--- src/hw/rtl/rsl_pkg.sv ---
`default_nettype none
package rsl_pkg;

    localparam int CENTER_BITS = 14;
    localparam int RADIUS      = 200;
    localparam int RAD_SQ      = RADIUS * RADIUS;
    localparam int AXIS_BITS   = 8;     // |dx|, |dy| below the radius
    localparam int DSQ_BITS    = 16;    // squared distance below the radius squared
    localparam int ROOT_BITS   = 16;
    localparam int RAD_BITS    = 2 * ROOT_BITS;
    localparam int REM_BITS    = ROOT_BITS + 4;
    localparam int SQ_STAGES   = 4;
    localparam int SQ_STEPS    = ROOT_BITS / SQ_STAGES;

    // factor = one - floor((64*d8 + 25) / 50), the division by a reciprocal
    localparam int          NUM_BITS    = ROOT_BITS + 6;
    localparam int          RECIP_SHIFT = 28;
    localparam int          RECIP_BITS  = 23;
    localparam int          PROD_BITS   = NUM_BITS + RECIP_BITS;
    localparam logic [RECIP_BITS-1:0] RECIP_M = RECIP_BITS'((64'd1 << RECIP_SHIFT) / 50 + 1);
    localparam logic [NUM_BITS-1:0]   ROUND_ADD = NUM_BITS'(25);
    localparam int          FACTOR_BITS = 17;
    localparam logic [FACTOR_BITS-1:0] ONE_Q16 = FACTOR_BITS'(65536);

    localparam int ADDR_BITS = 3;
    localparam int DATA_BITS = 32;

    typedef enum logic {
        REG_CENTER_X = 1'b0,
        REG_CENTER_Y = 1'b1
    } t_reg_idx;

    typedef struct packed {
        logic vld;
        logic zero;     // at or beyond the radius
    } t_ctl;

    typedef struct packed {
        logic [REM_BITS-1:0]  rem;
        logic [ROOT_BITS-1:0] root;
        logic [RAD_BITS-1:0]  rad;
    } t_sq;

    // a few digit steps of the restoring square root, two radicand bits each
    function automatic t_sq sqrt_steps(input t_sq s_in);
        t_sq                 s;
        logic [REM_BITS-1:0] trial;
        s = s_in;
        for (int k = 0; k < SQ_STEPS; k++) begin
            s.rem = {s.rem[REM_BITS-3:0], s.rad[RAD_BITS-1 -: 2]};
            s.rad = {s.rad[RAD_BITS-3:0], 2'b00};
            trial = {{(REM_BITS-ROOT_BITS-2){1'b0}}, s.root, 2'b01};
            if (s.rem >= trial) begin
                s.rem  = s.rem - trial;
                s.root = {s.root[ROOT_BITS-2:0], 1'b1};
            end else begin
                s.root = {s.root[ROOT_BITS-2:0], 1'b0};
            end
        end
        return s;
    endfunction

endpackage
`default_nettype wire

--- src/hw/rtl/rsl_dist.sv ---
`default_nettype none
module rsl_dist #(
    parameter int COORD_BITS = 12,
    parameter int LUM_BITS   = 16
) (
    input  wire logic                          i_clk,
    input  wire logic                          i_rst_n,
    input  wire logic                          i_en,
    input  wire logic                          i_vld,
    input  wire logic [COORD_BITS-1:0]         i_col,
    input  wire logic [COORD_BITS-1:0]         i_row,
    input  wire logic [LUM_BITS-1:0]           i_lum,
    input  wire logic [rsl_pkg::CENTER_BITS-1:0] i_cx,
    input  wire logic [rsl_pkg::CENTER_BITS-1:0] i_cy,
    output rsl_pkg::t_ctl                      o_ctl,
    output logic [rsl_pkg::DSQ_BITS-1:0]       o_dsq,
    output logic [LUM_BITS-1:0]                o_lum
);
    import rsl_pkg::*;

    localparam int DX_W = ((COORD_BITS + 1 > CENTER_BITS) ? COORD_BITS + 1 : CENTER_BITS) + 1;

    logic [DX_W-1:0]      dx, dy, abs_x, abs_y;
    logic [AXIS_BITS-1:0] r_ax, r_ay;
    logic                 r_far, r_vld_a;
    logic [LUM_BITS-1:0]  r_lum_a, r_lum;
    logic [2*AXIS_BITS:0] sum;
    logic [DSQ_BITS-1:0]  r_dsq;
    logic                 r_vld, r_zero;

    // offsets from the center, sign-extended and exact
    assign dx    = {{(DX_W-COORD_BITS){1'b0}}, i_col}
                 - {{(DX_W-CENTER_BITS){i_cx[CENTER_BITS-1]}}, i_cx};
    assign dy    = {{(DX_W-COORD_BITS){1'b0}}, i_row}
                 - {{(DX_W-CENTER_BITS){i_cy[CENTER_BITS-1]}}, i_cy};
    assign abs_x = dx[DX_W-1] ? (~dx + DX_W'(1)) : dx;
    assign abs_y = dy[DX_W-1] ? (~dy + DX_W'(1)) : dy;

    always_ff @(posedge i_clk) begin
        if (!i_rst_n) begin
            r_vld_a <= 1'b0;
        end else if (i_en) begin
            r_vld_a <= i_vld;
        end
    end

    always_ff @(posedge i_clk) begin
        if (i_en) begin
            r_ax    <= abs_x[AXIS_BITS-1:0];
            r_ay    <= abs_y[AXIS_BITS-1:0];
            r_far   <= (abs_x >= DX_W'(RADIUS)) || (abs_y >= DX_W'(RADIUS));
            r_lum_a <= i_lum;
        end
    end

    assign sum = (2*AXIS_BITS+1)'(r_ax) * (2*AXIS_BITS+1)'(r_ax)
               + (2*AXIS_BITS+1)'(r_ay) * (2*AXIS_BITS+1)'(r_ay);

    always_ff @(posedge i_clk) begin
        if (!i_rst_n) begin
            r_vld <= 1'b0;
        end else if (i_en) begin
            r_vld <= r_vld_a;
        end
    end

    always_ff @(posedge i_clk) begin
        if (i_en) begin
            r_dsq  <= sum[DSQ_BITS-1:0];
            r_zero <= r_far || (sum >= (2*AXIS_BITS+1)'(RAD_SQ));
            r_lum  <= r_lum_a;
        end
    end

    assign o_ctl = '{vld: r_vld, zero: r_zero};
    assign o_dsq = r_dsq;
    assign o_lum = r_lum;

endmodule
`default_nettype wire

--- src/hw/rtl/rsl_sqrt.sv ---
`default_nettype none
module rsl_sqrt #(
    parameter int LUM_BITS = 16
) (
    input  wire logic                        i_clk,
    input  wire logic                        i_rst_n,
    input  wire logic                        i_en,
    input  wire rsl_pkg::t_ctl               i_ctl,
    input  wire logic [rsl_pkg::DSQ_BITS-1:0] i_dsq,
    input  wire logic [LUM_BITS-1:0]         i_lum,
    output rsl_pkg::t_ctl                    o_ctl,
    output logic [rsl_pkg::ROOT_BITS-1:0]    o_root,
    output logic [LUM_BITS-1:0]              o_lum
);
    import rsl_pkg::*;

    t_sq                 r_sq   [SQ_STAGES];
    t_ctl                r_ctl  [SQ_STAGES];
    logic [LUM_BITS-1:0] r_lum  [SQ_STAGES];
    t_sq                 sq_in  [SQ_STAGES];
    t_ctl                ctl_in [SQ_STAGES];
    logic [LUM_BITS-1:0] lum_in [SQ_STAGES];

    // radicand is dsq with 16 fraction bits, root comes out with 8
    always_comb begin
        sq_in[0]  = '{rem: '0, root: '0, rad: {i_dsq, {(RAD_BITS-DSQ_BITS){1'b0}}}};
        ctl_in[0] = i_ctl;
        lum_in[0] = i_lum;
        for (int k = 1; k < SQ_STAGES; k++) begin
            sq_in[k]  = r_sq[k-1];
            ctl_in[k] = r_ctl[k-1];
            lum_in[k] = r_lum[k-1];
        end
    end

    // valid bits reset, data only moves
    always_ff @(posedge i_clk) begin
        for (int k = 0; k < SQ_STAGES; k++) begin
            if (!i_rst_n) begin
                r_ctl[k].vld <= 1'b0;
            end else if (i_en) begin
                r_ctl[k].vld <= ctl_in[k].vld;
            end
            if (i_en) begin
                r_sq[k]       <= sqrt_steps(sq_in[k]);
                r_ctl[k].zero <= ctl_in[k].zero;
                r_lum[k]      <= lum_in[k];
            end
        end
    end

    assign o_ctl  = r_ctl[SQ_STAGES-1];
    assign o_root = r_sq[SQ_STAGES-1].root;
    assign o_lum  = r_lum[SQ_STAGES-1];

endmodule
`default_nettype wire

--- src/hw/rtl/rsl_scale.sv ---
`default_nettype none
module rsl_scale #(
    parameter int LUM_BITS = 16
) (
    input  wire logic                         i_clk,
    input  wire logic                         i_rst_n,
    input  wire logic                         i_en,
    input  wire rsl_pkg::t_ctl                i_ctl,
    input  wire logic [rsl_pkg::ROOT_BITS-1:0] i_root,
    input  wire logic [LUM_BITS-1:0]          i_lum,
    output logic                              o_vld,
    output logic [LUM_BITS-1:0]               o_lum
);
    import rsl_pkg::*;

    logic [NUM_BITS-1:0]             num;
    logic [PROD_BITS-1:0]            r_prod;
    t_ctl                            r_ctl;
    logic [LUM_BITS-1:0]             r_lum_a;
    logic [ROOT_BITS-1:0]            quot;
    logic [FACTOR_BITS-1:0]          factor;
    logic [LUM_BITS+FACTOR_BITS-1:0] scaled;
    logic                            r_vld;
    logic [LUM_BITS-1:0]             r_lum;

    // 64*d8 + 25, then times the reciprocal of 50
    assign num = {i_root, 6'b0} + ROUND_ADD;

    always_ff @(posedge i_clk) begin
        if (!i_rst_n) begin
            r_ctl.vld <= 1'b0;
        end else if (i_en) begin
            r_ctl.vld <= i_ctl.vld;
        end
        if (i_en) begin
            r_prod     <= PROD_BITS'(num) * PROD_BITS'(RECIP_M);
            r_ctl.zero <= i_ctl.zero;
            r_lum_a    <= i_lum;
        end
    end

    assign quot   = r_prod[RECIP_SHIFT +: ROOT_BITS];
    assign factor = ONE_Q16 - {1'b0, quot};
    assign scaled = (LUM_BITS+FACTOR_BITS)'(r_lum_a) * (LUM_BITS+FACTOR_BITS)'(factor);

    always_ff @(posedge i_clk) begin
        if (!i_rst_n) begin
            r_vld <= 1'b0;
        end else if (i_en) begin
            r_vld <= r_ctl.vld;
        end
    end

    always_ff @(posedge i_clk) begin
        if (i_en) begin
            r_lum <= r_ctl.zero ? '0 : scaled[16 +: LUM_BITS];
        end
    end

    assign o_vld = r_vld;
    assign o_lum = r_lum;

endmodule
`default_nettype wire

--- src/hw/rtl/radial_spotlight_luminance_top.sv ---
// an accepted item passes the distance, square root and scale stages before its result reaches the output
// throughput: one item per cycle when not stalled; every stage is a register, the widest is a 22x23 multiply
// a stall on the output freezes the whole pipeline, so no item is lost or repeated
// reset is synchronous and active low: clears all valid bits and both center registers
// centers come back as 0; pready is always high
`default_nettype none
module radial_spotlight_luminance_top #(
    parameter int COORD_BITS = 12,
    parameter int LUM_BITS   = 16
) (
    input  wire logic                             i_clk,
    input  wire logic                             i_rst_n,
    // pixel input
    input  wire logic                             i_s_tvalid,
    output logic                                  o_s_tready,
    // pix_col, pix_row, lum_in from bit 0 up, zero padded to bytes
    input  wire logic [((2*COORD_BITS+LUM_BITS+7)/8)*8-1:0] i_s_tdata,
    // result output
    output logic                                  o_m_tvalid,
    input  wire logic                             i_m_tready,
    // lum_out from bit 0 up, zero padded to bytes
    output logic [((LUM_BITS+7)/8)*8-1:0]         o_m_tdata,
    // register port
    input  wire logic                             i_psel,
    input  wire logic                             i_penable,
    input  wire logic                             i_pwrite,
    input  wire logic [rsl_pkg::ADDR_BITS-1:0]    i_paddr,
    input  wire logic [rsl_pkg::DATA_BITS-1:0]    i_pwdata,
    output logic [rsl_pkg::DATA_BITS-1:0]         o_prdata,
    output logic                                  o_pready
);
    import rsl_pkg::*;

    localparam int OUT_W = ((LUM_BITS + 7) / 8) * 8;

    logic [CENTER_BITS-1:0] r_cx, r_cy;
    logic                   cfg_wr;
    t_reg_idx               reg_idx;
    logic                   en;

    logic [COORD_BITS-1:0]  pix_col, pix_row;
    logic [LUM_BITS-1:0]    lum_in;

    t_ctl                   dist_ctl, sqrt_ctl;
    logic [DSQ_BITS-1:0]    dist_dsq;
    logic [LUM_BITS-1:0]    dist_lum, sqrt_lum, lum_out;
    logic [ROOT_BITS-1:0]   sqrt_root;
    logic                   out_vld;

    // ---------------------------------------------------------------
    // register port: center_x at 0, center_y at 4, low address bits ignored
    // ---------------------------------------------------------------
    assign o_pready = 1'b1;
    assign cfg_wr   = i_psel && i_penable && i_pwrite && o_pready;
    assign reg_idx  = t_reg_idx'(i_paddr[2]);

    always_ff @(posedge i_clk) begin
        if (!i_rst_n) begin
            r_cx <= '0;
            r_cy <= '0;
        end else if (cfg_wr) begin
            unique case (reg_idx)
                REG_CENTER_X: r_cx <= i_pwdata[CENTER_BITS-1:0];
                REG_CENTER_Y: r_cy <= i_pwdata[CENTER_BITS-1:0];
                default: ;
            endcase
        end
    end

    // reads return the sign-extended center
    always_comb begin
        unique case (reg_idx)
            REG_CENTER_X: o_prdata = {{(DATA_BITS-CENTER_BITS){r_cx[CENTER_BITS-1]}}, r_cx};
            REG_CENTER_Y: o_prdata = {{(DATA_BITS-CENTER_BITS){r_cy[CENTER_BITS-1]}}, r_cy};
            default:      o_prdata = '0;
        endcase
    end

    // ---------------------------------------------------------------
    // flow control: the pipeline moves whenever the output register is
    // empty or being taken
    // ---------------------------------------------------------------
    assign en         = !out_vld || i_m_tready;
    assign o_s_tready = en;

    assign pix_col = i_s_tdata[0 +: COORD_BITS];
    assign pix_row = i_s_tdata[COORD_BITS +: COORD_BITS];
    assign lum_in  = i_s_tdata[2*COORD_BITS +: LUM_BITS];

    // offsets, squares, squared distance and the radius check (2 stages)
    rsl_dist #(
        .COORD_BITS (COORD_BITS),
        .LUM_BITS   (LUM_BITS)
    ) u_dist (
        .i_clk   (i_clk),
        .i_rst_n (i_rst_n),
        .i_en    (en),
        .i_vld   (i_s_tvalid),
        .i_col   (pix_col),
        .i_row   (pix_row),
        .i_lum   (lum_in),
        .i_cx    (r_cx),
        .i_cy    (r_cy),
        .o_ctl   (dist_ctl),
        .o_dsq   (dist_dsq),
        .o_lum   (dist_lum)
    );

    // distance with 8 fraction bits, four root bits per stage (4 stages)
    rsl_sqrt #(
        .LUM_BITS (LUM_BITS)
    ) u_sqrt (
        .i_clk   (i_clk),
        .i_rst_n (i_rst_n),
        .i_en    (en),
        .i_ctl   (dist_ctl),
        .i_dsq   (dist_dsq),
        .i_lum   (dist_lum),
        .o_ctl   (sqrt_ctl),
        .o_root  (sqrt_root),
        .o_lum   (sqrt_lum)
    );

    // falloff factor and the luminance multiply (2 stages, last is the output register)
    rsl_scale #(
        .LUM_BITS (LUM_BITS)
    ) u_scale (
        .i_clk   (i_clk),
        .i_rst_n (i_rst_n),
        .i_en    (en),
        .i_ctl   (sqrt_ctl),
        .i_root  (sqrt_root),
        .i_lum   (sqrt_lum),
        .o_vld   (out_vld),
        .o_lum   (lum_out)
    );

    assign o_m_tvalid = out_vld;
    assign o_m_tdata  = OUT_W'(lum_out);

endmodule
`default_nettype wire

--- config.mk ---
export PLATFORM = sky130hd
export DESIGN_NAME = radial_spotlight_luminance_top
export DESIGN_NICKNAME = d
export VERILOG_FILES = /design/src/hw/rtl/rsl_pkg.sv /design/src/hw/rtl/rsl_dist.sv /design/src/hw/rtl/rsl_sqrt.sv /design/src/hw/rtl/rsl_scale.sv /design/src/hw/rtl/radial_spotlight_luminance_top.sv
export SDC_FILE = /design/constraint.sdc
export NUM_CORES = 2
export LEC_CHECK = 0
export ABC_AREA = 1
export BUFFER_PORTS_ARGS = -buffer_cell sky130_fd_sc_hd__buf_4
export CORE_UTILIZATION = 50
export DETAILED_ROUTE_END_ITERATION = 8
export GPL_TIMING_DRIVEN = 0
export PLACE_DENSITY = 0.66
export SYNTH_ARGS = -nofsm -noshare
export SYNTH_HDL_FRONTEND = slang
export SYNTH_SLANG_ARGS = --single-unit
--- constraint.sdc ---
create_clock -name i_clk -period 9.8 [get_ports i_clk]
set_input_delay 0.98 -clock i_clk [delete_from_list [all_inputs] [get_ports i_clk]]
set_output_delay 0.98 -clock i_clk [all_outputs]
set_load 0.05 [all_outputs]
==> run metrics <==
status=completed; met3 Usage GRT=~3.5%; initial antenna violation count=1; Placed Area=42000 µm²; site row count=between 100 and 150; Final Cell Area=43500 µm²; cell count after synthesis=~4700; syn avg cell area=8.54 µm²; Synth top area share=roughly 22%; Worst setup SP type=flip-flop; Seq/Total Area, Yosys=about a quarter; setup_tns=0 ns; Min-Delay Path Class=reg -> reg; Synth area leader=edfxtp_1; fmax=~110 MHz; global route total overflow=0; FILL cells=slightly above 7000; 1st-iter DRT viols=roughly 1500; synthesis-to-finish area growth=9.44%; n_diodes=0; largest net degree at the start of global routing=139; maxcap violations=0; CTS HTree Levels=2; synth warn=0; share of layout cells above drive strength 1=under 10%; Yosys reg bits=320; # setup viols final=0; router iterations before antenna repair=6; routed len/inst=roughly 15 µm; hold path depth=0; FFs w/ async S/R, synth=0%; Min Clock Period, post-route=around 9.1 ns; final-report max-slew violation count=0; Port-buffer cells=111; most crowded layer after global routing=met2; # clock sinks=between 300 and 400; core box area=a little under 80000 µm²; ANT nets after route=0; CTS root buf=clkbuf_16; Slowest-stage cell, CP=edfxtp_1; clk_skew=~0.056 ns; Synth cell types=60; Largest delay share family, worst path=adder cells; Clock Path Buffers=3; Worst Tran Pin Value=1.23 ns; Core Util, Final=55.2%; Worst Path Buf+Inv=6; Slew HR=approximately 17%; kind of critical path=reg -> reg; required time worst endpoint=10.17 ns; start of the worst register-to-register path=u_scale.r_prod[28]$_DFFE_PN_; final worst-path setup slack=just over 0.7 ns; Post-synth EDFFs=between 200 and 300; worst-skew pair later-pin latency=~0.6 ns; met1 Resource Use GR=approximately 29%; R2R cell count=37; Residual DRC=0; global-route wire length before repair=approximately 150000 µm; reg2reg end=u_scale.o_lum[15]$_SDFFCE_PP0N_; effective utilization at floorplan=50.5%; Post-layout nets=around 5800; crit-path max FO=10; Hold Startpoint=u_sqrt.r_lum[0][7]$_DFFE_PN_; via/cell ratio=approximately 5.1; Reg clk slew, reported paths=roughly 0.06 ns; crit share post-route=92.6%; CTS tree=done; total wire length=88200 µm; routability cong.=roughly 0.93; R2R Setup Slk=0.73 ns; Placement Setup Slack=-0.949 ns; Area contributors post-synth=edfxtp_1 22%, fa_1 21%, ha_1 16%; via count of the routed design=roughly 30000; final count of hold timing violations=0; GRT Total Usage=22.3%; critical path arrival=9.44 ns; Main synth FF type=edfxtp_1; Die Height=about 280 µm; die area=80700 µm²; number of global-route vias before repair=30300; CTS Buf Count=39; hold endpoint=u_sqrt.r_lum[1][7]$_DFFE_PN_; met2 GRT Util=38.9%; Slowest Stage Delay on Critical Path=~0.50 ns; Mapped Area=between 30000 and 40000 µm²; final HPWL from detailed placement=around 74000 µm; I/O Pins=between 100 and 150; Die Wd=~280 µm; CP endpoint kind=flip-flop
-- worst max path at each step --
stage / from / end / slack [ns] / cells after the start
after floorplan: u_sqrt.r_sq[1][24]$_DFFE_PN_ / u_sqrt.r_sq[2][57]$_DFFE_PN_ / 1.36 / 56
after global placement: i_m_tready / o_s_tready / -1.03 / 4
after detailed placement: u_scale.r_prod[28]$_DFFE_PN_ / u_scale.o_lum[15]$_SDFFCE_PP0N_ / -0.95 / 45
after CTS: u_scale.r_prod[28]$_DFFE_PN_ / u_scale.o_lum[15]$_SDFFCE_PP0N_ / 0.05 / 41
after global routing: u_sqrt.r_sq[2][24]$_DFFE_PN_ / u_sqrt.r_sq[3][24]$_DFFE_PN_ / -0.04 / 66
final: u_scale.r_prod[28]$_DFFE_PN_ / u_scale.o_lum[15]$_SDFFCE_PP0N_ / 0.73 / 37
-- worst reg2reg max path: cells and delay by family, from the launching register on --
kind	cells	cell delay (ns)
AO/OA/AOI/OAI	10	1.92
adder cells (fa/ha/maj)	8	3.45
buffers and inverters	6	0.97
flip-flops	1	0.50
AND/OR/NAND/NOR	13	1.98
-- cell families (layout without fill, tap and decap cells) --
kind of cell | after synthesis | count (layout) | share of synthesized area, %
compound gates | 563 | 563 | 7.83
xor+xnor | 187 | 187 | 4.12
fa+ha+maj | 925 | 925 | 37.1
buf+inv | 1073 | 1269 | 10.5
flops | 320 | 320 | 23.3
mux | 2 | 2 | 0.0535
other cells | 1 | 3 | 0.00942
simple gates | 1588 | 1588 | 17.1
-- routing by layer --
metal	vias to the layer above	part of all wire (%)
met2	531	48
met3	126	4.3
met5	-	0
met1	14100	45
li1	15100	-
met4	0	2.5
-- synthesized netlist by cell type, drive strengths merged (9+ instances only) --
cell	n
a211oi	9
a21o	14
a21oi	230
a31oi	18
buf	42
clkbuf	65
dfxtp	33
edfxtp	287
fa	426
ha	499
inv	962
nand2	957
nand3	161
nand3b	17
nand4	40
nor2	336
nor3	38
nor4	14
o21ai	232
o21bai	24
or2	20
xnor2	69
xor2	118
-- area by class of cell --
type | count | area (µm²) | area share [%]
inverter | 966 | 3640 | 8.36
timing repair buffer | 132 | 1030 | 2.37
clock inverter | 22 | 214 | 0.491
buffer | 104 | 571 | 1.31
clock buffer | 45 | 1030 | 2.36
multi-input combinational | 3268 | 26500 | 60.8
sequential | 320 | 9280 | 21.3
tap | 1050 | 1310 | 3.02
-- timing repair --
| item | in CTS | in global routing |
|---|---|---|
| cloned | 0 | 0 |
| setup endpoints to repair | 22 | 22 |
| pin swaps | 0 | 6 |
| setup buffers | 3 | 15 |
| gates resized for setup | 20 | 56 |
| hold buffers | 0 | 0 |
-- through the flow --
step | hold slack, ns | cells
floorplan | 0.400 | 4661
global placement | 0.401 | 5822
detailed placement | 0.405 | 5825
CTS | 0.389 | 5893
global route | 0.409 | 5907
finish | 0.393 | 5907
-- cells in the final DEF, fill, tap and decap left out, drive strengths merged, types with 2 or more instances in the layout --
master,count
o21bai,24
xnor2,69
dfxtp,33
clkbuf,107
clkinvlp,4
fa,426
nand2,957
a31oi,18
o211ai,7
or2,20
nand3,161
nor3,38
inv,966
o21ai,232
nor3b,2
a21oi,230
o21a,7
o221ai,2
nand4,40
edfxtp,287
a211oi,9
a21o,14
a22oi,2
o221a,2
nor2,336
conb,3
buf,174
ha,499
a31o,2
xor2,118
nor4,14
o22ai,3
nand3b,17
a21boi,5
and2,2
o31ai,5
clkinv,17
-- registers in the layout, summed over array words and instances (netlist names) --
register	cells
u_sqrt.r_sq	101
u_sqrt.r_lum	64
u_dist.o_dsq	16
u_dist.o_lum	16
u_dist.r_lum_a	16
u_scale.o_lum	16
u_scale.r_lum_a	16
u_scale.r_prod	16
r_cx	14
r_cy	14
u_dist.r_ax	8
u_dist.r_ay	8
u_sqrt.r_ctl	8
u_scale.r_ctl	2
u_dist.r_far	1
u_dist.r_vld	1
u_dist.r_vld_a	1
u_dist.r_zero	1
u_scale.o_vld	1
Power is not shown: default switching activity piles up to over one toggle a cycle in this logic, so the estimate is an artifact.
